==> config.mk <==
export PLATFORM = sky130hd
export DESIGN_NAME = htcs_divider
export DESIGN_NICKNAME = d
export VERILOG_FILES = /design/src/hdl/htcs_pkg.sv /design/src/hdl/htcs_divider.sv
export SDC_FILE = /design/constraint.sdc
export NUM_CORES = 1
export LEC_CHECK = 0
export BUFFER_PORTS_ARGS = -buffer_cell sky130_fd_sc_hd__buf_4
export CAP_MARGIN = 40
export CELL_PAD_IN_SITES_DETAIL_PLACEMENT = 0
export CELL_PAD_IN_SITES_GLOBAL_PLACEMENT = 1
export CORE_MARGIN = 2
export CORE_UTILIZATION = 30
export DETAILED_ROUTE_END_ITERATION = 16
export GPL_ROUTABILITY_DRIVEN = 0
export PLACE_DENSITY = 0.59
export SYNTH_ARGS = -nofsm -noshare
export SYNTH_HDL_FRONTEND = slang
export SYNTH_SLANG_ARGS = --single-unit
==> constraint.sdc <==
create_clock -name clk -period 4.1 [get_ports clk]
set_input_delay 0.82 -clock clk [delete_from_list [all_inputs] [get_ports clk]]
set_output_delay 0.82 -clock clk [all_outputs]
set_load 0.03 [all_outputs]
==> src/hdl/htcs_pkg.sv <==
`timescale 1ns / 1ps
`default_nettype none
package htcs_pkg;
    localparam int LEVELS_DEF     = 256;
    localparam int COUNT_BITS_DEF = 20;
    localparam int LEVEL_BITS     = 8;
    localparam int THR_BITS       = 20;
    localparam logic [THR_BITS-1:0] THR_RESET = 20'd50;
    localparam logic [7:0] LEVEL_MAX = 8'd255;
    // Quotient bits and numerator width for 510*(i-lo)/(2*(hi-lo)+1)
    localparam int QUO_BITS = 8;
    localparam int NUM_BITS = 17;
    localparam int DEN_BITS = 9;

    localparam logic OP_ACCUM = 1'b0;
    localparam logic OP_MAP   = 1'b1;
    localparam logic KIND_MAP    = 1'b0;
    localparam logic KIND_REPORT = 1'b1;

    typedef enum logic [3:0] {
        ST_IDLE,
        ST_ACC_RD,
        ST_ACC_WR,
        ST_MAP_RD,
        ST_MAP_OUT,
        ST_SCAN_RD,
        ST_SCAN,
        ST_DIV_SETUP,
        ST_DIV,
        ST_WRITE,
        ST_REPORT
    } state_t;

    typedef struct packed {
        logic start;
        logic [NUM_BITS-1:0] num;
        logic [DEN_BITS-1:0] den;
    } div_req_t;

    typedef struct packed {
        logic done;
        logic [QUO_BITS-1:0] quo;
    } div_rsp_t;
endpackage
`default_nettype wire

==> src/hdl/htcs_divider.sv <==
`timescale 1ns / 1ps
`default_nettype none
module htcs_divider
(
    input  wire logic               clk,
    input  wire logic               rst_n,
    input  wire htcs_pkg::div_req_t req,
    output htcs_pkg::div_rsp_t      rsp
);
    import htcs_pkg::*;

    // Restoring division, one quotient bit per cycle; quotient fits 8 bits.
    logic [NUM_BITS-1:0] rem_reg, rem_next;
    logic [QUO_BITS-1:0] quo_reg, quo_next;
    logic [DEN_BITS-1:0] den_reg, den_next;
    logic [3:0]          cnt_reg, cnt_next;
    logic                busy_reg, busy_next;
    logic                done_reg, done_next;
    logic [NUM_BITS-1:0] shifted;
    logic [NUM_BITS-1:0] trial;
    logic [NUM_BITS:0]   diff;

    always_comb
    begin
        rem_next  = rem_reg;
        quo_next  = quo_reg;
        den_next  = den_reg;
        cnt_next  = cnt_reg;
        busy_next = busy_reg;
        done_next = 1'b0;
        shifted   = '0;
        trial     = '0;
        diff      = '0;
        if (req.start)
        begin
            rem_next  = req.num;
            den_next  = req.den;
            quo_next  = '0;
            cnt_next  = 4'(QUO_BITS);
            busy_next = 1'b1;
        end
        else if (busy_reg)
        begin
            // Compare remainder against den << (cnt-1)
            trial = NUM_BITS'(den_reg) << (cnt_reg - 4'd1);
            diff  = {1'b0, rem_reg} - {1'b0, trial};
            shifted = rem_reg;
            if (!diff[NUM_BITS])
            begin
                rem_next = diff[NUM_BITS-1:0];
                quo_next = {quo_reg[QUO_BITS-2:0], 1'b1};
            end
            else
            begin
                quo_next = {quo_reg[QUO_BITS-2:0], 1'b0};
                rem_next = shifted;
            end
            cnt_next = cnt_reg - 4'd1;
            if (cnt_reg == 4'd1)
            begin
                busy_next = 1'b0;
                done_next = 1'b1;
            end
        end
    end

    always_ff @(posedge clk or negedge rst_n)
    begin
        if (!rst_n)
        begin
            busy_reg <= 1'b0;
            done_reg <= 1'b0;
            cnt_reg  <= '0;
        end
        else
        begin
            busy_reg <= busy_next;
            done_reg <= done_next;
            cnt_reg  <= cnt_next;
        end
    end

    always_ff @(posedge clk)
    begin
        rem_reg <= rem_next;
        quo_reg <= quo_next;
        den_reg <= den_next;
    end

    assign rsp.done = done_reg;
    assign rsp.quo  = quo_reg;
endmodule
`default_nettype wire

==> flow_summary.yaml, run 1 <==
outcome:
  status: "finished, final reports clean"
floorplan:
  io_pins: 38
  rows: 36
  core_area_mm2: 0.00964
  die-height_um: 103
  chipWidth_um: 103
  fp.dieArea_mm2: 0.0106
  initial_core_util: 0.306
cts:
  cts_tree: "done"
  htreeDepth: 2
  cts_root_buffer: "clkbuf_8"
  clk_latency_ps: 300
  clockBufferDepth: 2
  cts.hold.buffers_added: 0
  clk_pin_slew_ps: 90
  cts_buffers: 5
  clock_sink_count: 40
cells_and_area:
  syn_to_final_growth_pct: 18.8
  fin_nets: 408
  largest_register_ffs: 17
  drive_above_1_share: 0.197
  diodes: 0
  instances_no_fill: 493
  final_area_mm2: 0.00350
  fin_util: 0.364
yosys:
  synthArstFlopShare: 0.150
  synth-compound-area-share: 0.204
  syn_inst: 321
  synthAdderAreaFrac: 0.0874
  yosysWarnings: 0
  ys.flop_type: "edfxtp_1"
  yosysSeqAreaShare: 0.370
  synth_mux_area_frac: 0.0895
  synth_area_per_cell_um2: 9.19
  yosysUniqueCellTypes: 59
  synth-edff-count: 26
  netlist_area_mm2: 0.00295
  synth_fp_nets: 370
  yosys.area_share.simple: 0.177
  synth_seq_cells: 40
  synth_xor_xnor_area_share: 0.0378
  synth_top_family_by_area: "compound AO/OA/AOI/OAI gates"
timing:
  fin_crit_ps: 3800
  tns_ps: 0
  finalMaxSlewViolations: 0
  skew_ps: 5.43
  final_hold_viol_count: 0
  max_slew_margin: 0.403
  setup_violations: 0
  whs_ps: 305
  max_freq_mhz: 263
  rsz0062_at_grt: "no"
  layout_worst_path_cycle_share: 0.926
  worst_pin_slew_ps: 889
setup_path:
  r2r_end: "rem_reg[10]$_DFFE_PP_"
  path_common_cell: "buf_4"
  cp_cell_sequence: "inv_1, ha_2, buf_4, nand3b_1, o21ai_0, mux2i_1, or2_2, ha_1, a21oi_1, nand2_1, o2111a_2, o21ai_1, a31oi_2, buf_4"
  slowest_delay_ps: 430
  r2r-start: "cnt_reg[1]$_DFFE_PN0P_"
  worstSetupPathType: "reg2reg"
  endpoint_kind: "register"
  arrival_ps: 3850
  rr_worst_depth: 14
  r2r_slack_ps: 300
  crit_required_ps: 4160
  cp_max_fo: 10
  start_kind: "register"
  critPathSlowestCell: "ha_2"
grt:
  grt_pass1_wl_mm: 12.2
  track_usage: 0.148
  grt.met2_usage: 0.239
  antenna_found_initial: 0
  grt-busiest-layer: "met2"
  grt_pass1_vias: 2385
  globalRouteMet3Util: 0.0224
  met1_usage: 0.208
  overflow: 0
  grt_max_degree: 57
pwr:
  peakVddDrop_mv: 0.304
  p_leak_nw: 1.45
  power.density_mw_per_mm2: 964
drt:
  dr.pass1.iters: 4
  vias_per_cell: 5.03
  wl_per_cell_um: 15.4
  first_iter_violations: 103
  wl_mm: 7.57
  drc: 0
  vias: 2482
  drtAntennaViolNets: 0
min_path:
  hold_path.class: "in2async"
place:
  place_inst: 485
  dp.final_hpwl_mm: 5.75
  port_buffers: 37
  place_area_mm2: 0.00339
run:
  cap_violations: 0
-- worst max-delay path by stage --
stage,from,end,slack [ps],cells after the start
6_report,cnt_reg[1]$_DFFE_PN0P_,rem_reg[10]$_DFFE_PP_,300,14
5_1_grt,cnt_reg[1]$_DFFE_PN0P_,rem_reg[10]$_DFFE_PP_,30,14
4_1_cts,cnt_reg[1]$_DFFE_PN0P_,rem_reg[10]$_DFFE_PP_,190,14
3_5_place_dp,cnt_reg[1]$_DFFE_PN0P_,rem_reg[10]$_DFFE_PP_,210,14
3_3_place_gp,cnt_reg[1]$_DFFE_PN0P_,rem_reg[10]$_DFFE_PP_,230,14
2_1_floorplan,cnt_reg[0]$_DFFE_PN0P_,rem_reg[0]$_DFFE_PP_,190,15
-- report_power, final --
| group | leakage (nW) | switching, W | internal, W |
|---|---|---|---|
| sequential | 0.399 | 0.0000732 | 0.000625 |
| clock | 0.0573 | 0.000161 | 0.000160 |
| combinational | 0.993 | 0.00144 | 0.000924 |
-- cell families after synthesis --
| logic type | Yosys count |
|---|---|
| DFF | 40 |
| adders and majority gates | 20 |
| muxes | 26 |
| buffers and inverters | 22 |
| xor gates and xnor gates | 11 |
| AOI/OAI and AO/OA | 89 |
| and+or+nand+nor | 113 |
-- stage by stage --
step | power, W | worst slack (ps)
after floorplan | 0.00247 | 186
after global placement | 0.00307 | 227
after detailed placement | 0.00304 | 209
after CTS | 0.00339 | 193
after global routing | 0.00372 | 30.3
final | 0.00338 | 304
-- cell usage after synthesis (2+ instances only) --
cell type   n  share of area
a211oi_1    4          0.010
a21o_1      4          0.010
a21oi_1    19          0.032
a21oi_2     2         0.0059
a311oi_1    3         0.0089
a31oi_1     6          0.013
and2_1      2         0.0042
buf_2       4         0.0068
buf_4       3         0.0076
clkbuf_1    6         0.0076
dfrtp_1     6          0.051
dfxtp_1     8          0.054
edfxtp_1   26           0.26
ha_1       19          0.081
inv_1       6         0.0076
mux2_2      3          0.011
mux2i_1    23          0.078
nand2_1    43          0.055
nand2b_1    4         0.0085
nand3_1     5         0.0085
nand4_1     2         0.0042
nor2_1     33          0.042
nor2b_1     2         0.0042
nor3_1      7          0.012
nor3b_1     3         0.0076
nor4_1      2         0.0042
o211ai_1    6          0.015
o21a_1      2         0.0051
o21ai_0    20          0.034
o21ai_1     2         0.0034
o21bai_1    2         0.0051
o311a_1     2         0.0068
o31ai_1     6          0.015
or3_1       3         0.0064
xnor2_1     5          0.015
xor2_1      4          0.012
xor2_2      2          0.011
-- layout by cell type, fill, tap and decap left out, types with 3 or more instances in the layout --
master / synthesis / final
a31oi_1: 6 / 5
or3_1: 3 / 3
nand2b_1: 4 / 4
mux2_2: 3 / 3
dfxtp_1: 8 / 8
o21ai_1: 2 / 3
inv_1: 6 / 6
mux2i_1: 23 / 23
nand3_1: 5 / 5
o211ai_1: 6 / 6
ha_1: 19 / 17
a211oi_1: 4 / 4
a21o_1: 4 / 4
buf_4: 3 / 45
a311oi_1: 3 / 3
nor3b_1: 3 / 3
o21ai_0: 20 / 19
edfxtp_1: 26 / 26
o31ai_1: 6 / 6
xor2_1: 4 / 4
nor2_1: 33 / 33
clkbuf_8: 0 / 5
dfrtp_1: 6 / 6
a21oi_1: 19 / 19
nand2_1: 43 / 43
nor3_1: 7 / 7
xnor2_1: 5 / 5
-- critical path, delay by kind of cell (launching register included) --
kind	cells	cell delay (ps)
AO/OA/AOI/OAI	5	1110
adder cells (fa/ha/maj)	2	820
AND/OR/NAND/NOR	3	550
buffers and inverters	3	520
flip-flops	1	400
multiplexers	1	160
-- final cells by class --
cell class | count | area, µm²
clock buffers | 6 | 93.8
multi-input cells | 259 | 1770
inverters | 8 | 30.0
well taps | 133 | 166
repair buffers | 45 | 338
fillers | 1001 | 6130
clock inverters | 2 | 15.0
flip-flops and latches | 40 | 1090
-- layer usage --
metal	routed length [µm]	share of wire	up-vias
met5	0	0	-
li1	-	-	1269
met2	3490	0.46	47
met1	3750	0.49	1155
met4	115	0.015	0
met3	221	0.029	11
-- what timing repair did --
item / in CTS / in global routing
buffers inserted: 0 / 0
gates resized for setup: 0 / 3
endpoints found under the setup margin: 0 / 18
Power figures use the tool's default switching activity.
==> run 2, diff against run 1 <==
--- a/config.mk
+++ b/config.mk
@@ -5,7 +5,7 @@
 export SDC_FILE = /design/constraint.sdc
 export NUM_CORES = 1
 export LEC_CHECK = 0
-export BUFFER_PORTS_ARGS = -buffer_cell sky130_fd_sc_hd__buf_4
+export BUFFER_PORTS_ARGS = -buffer_cell sky130_fd_sc_hd__buf_2
 export CAP_MARGIN = 40
 export CELL_PAD_IN_SITES_DETAIL_PLACEMENT = 0
 export CELL_PAD_IN_SITES_GLOBAL_PLACEMENT = 1
==> run 2 against run 1 <==
Wire length up 1.0%. Count of clock-buffer cells in the layout unchanged. Setup slack got worse by 48 ps. Die area unchanged. Critical endpoint is now rem_reg[1]$_DFFE_PP_. Largest cell class unchanged.
==> flow_summary.yaml, run 2 (same netlist as run 1, synthesis figures left out) <==
place:
  dp_slack_ps: 201
  place_inst: 489
  dp.final_hpwl_mm: 5.94
  port_buffers: 37
cells_and_area:
  largest_register_ffs: 17
  instances_no_fill: 497
  fin_nets: 412
  final_common_cell: "nand2_1"
  syn_to_final_growth_pct: 17.1
  layout_common_cells: "43 x nand2_1, 37 x buf_2, 33 x nor2_1"
  diodes: 0
  drive_above_1_share: 0.203
pwr:
  peakVddDrop_mv: 0.384
  power.density_mw_per_mm2: 984
  p_leak_nw: 1.45
grt:
  grt_pass1_wl_mm: 12.2
  overflow: 0
  antenna_found_initial: 0
  grt_max_degree: 22
  grt_pass1_vias: 2390
  track_usage: 0.147
drt:
  dr.pass1.iters: 6
  wl_mm: 7.65
  first_iter_violations: 127
  wl_met2_mm: 3.57
  top_layer: "met4"
  drc: 0
  vias: 2534
  wl_per_cell_um: 15.4
  vias_per_cell: 5.10
  route.met3.wl_um: 188
  drtAntennaViolNets: 0
  wl_met1_mm: 3.76
cts:
  clock_sink_count: 40
  htreeDepth: 2
  post_cts_buffers: 0
  clockBufferDepth: 2
  cts_tree: "done"
  clk_pin_slew_ps: 90
  cts_root_buffer: "clkbuf_8"
  cts_buffers: 5
  cts.hold.buffers_added: 0
  clk_latency_ps: 310
  cts_resized: 0
setup_path:
  arrival_ps: 3840
  start_kind: "register"
  endpoint_kind: "register"
  cp_max_fo: 13
  crit_required_ps: 4100
  r2r-start: "cnt_reg[1]$_DFFE_PN0P_"
  worstSetupPathType: "reg2reg"
  critical_path.startpoint: "cnt_reg[1]$_DFFE_PN0P_"
timing:
  rsz0062_at_grt: "no"
  setup_violations: 0
  worst_pin_slew_ps: 731
  layout_worst_path_cycle_share: 0.938
  finalMaxSlewViolations: 0
  worst_slack_ps: 255
  tns_ps: 0
  whs_ps: 312
  max_slew_margin: 0.509
  fin_crit_ps: 3840
  skew_ps: 13.3
  max_freq_mhz: 260
  final_hold_viol_count: 0
floorplan:
  chipWidth_um: 103
  fp.dieArea_mm2: 0.0106
  core_area_mm2: 0.00964
  io_pins: 38
  initial_core_util: 0.306
  rows: 36
  die-height_um: 103
outcome:
  status: "finished, final reports clean"
min_path:
  hold_path.class: "in2async"
run:
  cap_violations: 0
[run 2: cell types whose count changed in the layout (fill, tap and decap cells not counted)]
| cell | change |
|---|---|
| inv_4 | -1 |
| o21ai_0 | +1 |
| buf_2 | +37 |
| a21oi_1 | -1 |
| a31oi_4 | +1 |
| a21oi_2 | +1 |
| o21ai_1 | -1 |
| ha_1 | +2 |
| buf_4 | -33 |
| ha_2 | -2 |
| clkinv_4 | +2 |
| a31oi_2 | -1 |
| inv_6 | -1 |
[run 2: cell type report]
cell class | count | area, µm²
well taps | 133 | 166
flip-flops and latches | 40 | 1090
multi-input cells | 259 | 1780
clock inverters | 2 | 17.5
fillers | 1019 | 6190
clock buffers | 6 | 93.8
inverters | 8 | 30.0
repair buffers | 49 | 275
[run 2: critical path: stages (launching register included)]
cell	delay [ps]
dfrtp_1	400
inv_1	90
ha_1	330
buf_4	200
mux2i_1	140
mux2_2	290
o21ai_0	260
a21oi_1	150
ha_1	400
o211ai_1	120
nor2_1	180
o2111a_2	290
o21ai_1	140
a31oi_4	260
buf_4	270
[run 2: worst paths after layout]
kind                                           endpoint  slack, ps  cells past startpoint
worst min register to register  quo_reg[7]$_SDFFE_PP0P_        500                      2
worst min-delay path             cnt_reg[0]$_DFFE_PN0P_        310                      1
worst max-delay path               rem_reg[1]$_DFFE_PP_        260                     14
max in group asynchronous        cnt_reg[2]$_DFFE_PN0P_       3650                      1
worst max register to register     rem_reg[1]$_DFFE_PP_        260                     14
min in group clk                quo_reg[7]$_SDFFE_PP0P_        500                      2
[run 2: power breakdown]
group          internal (W)  switching (W)  leakage [nW]
Combinational      0.000927        0.00145         0.993
Sequential         0.000626      0.0000734         0.399
Clock              0.000159       0.000161        0.0565
[run 2: through the flow]
stage          instance area [µm²]  total power [W]   util
3_3_place_gp                  3330          0.00307  0.345
2_1_floorplan                 2960          0.00247      -
5_1_grt                       3450          0.00371  0.358
4_1_cts                       3440          0.00339  0.357
3_5_place_dp                  3330          0.00306  0.345
6_report                      3450          0.00340  0.358
[run 2: layer usage]
layer | vias to the layer above | GRT usage
met5 | - | 0
met4 | 0 | 0.0445
met3 | 10 | 0.0197
met2 | 57 | 0.242
met1 | 1193 | 0.202
li1 | 1274 | -
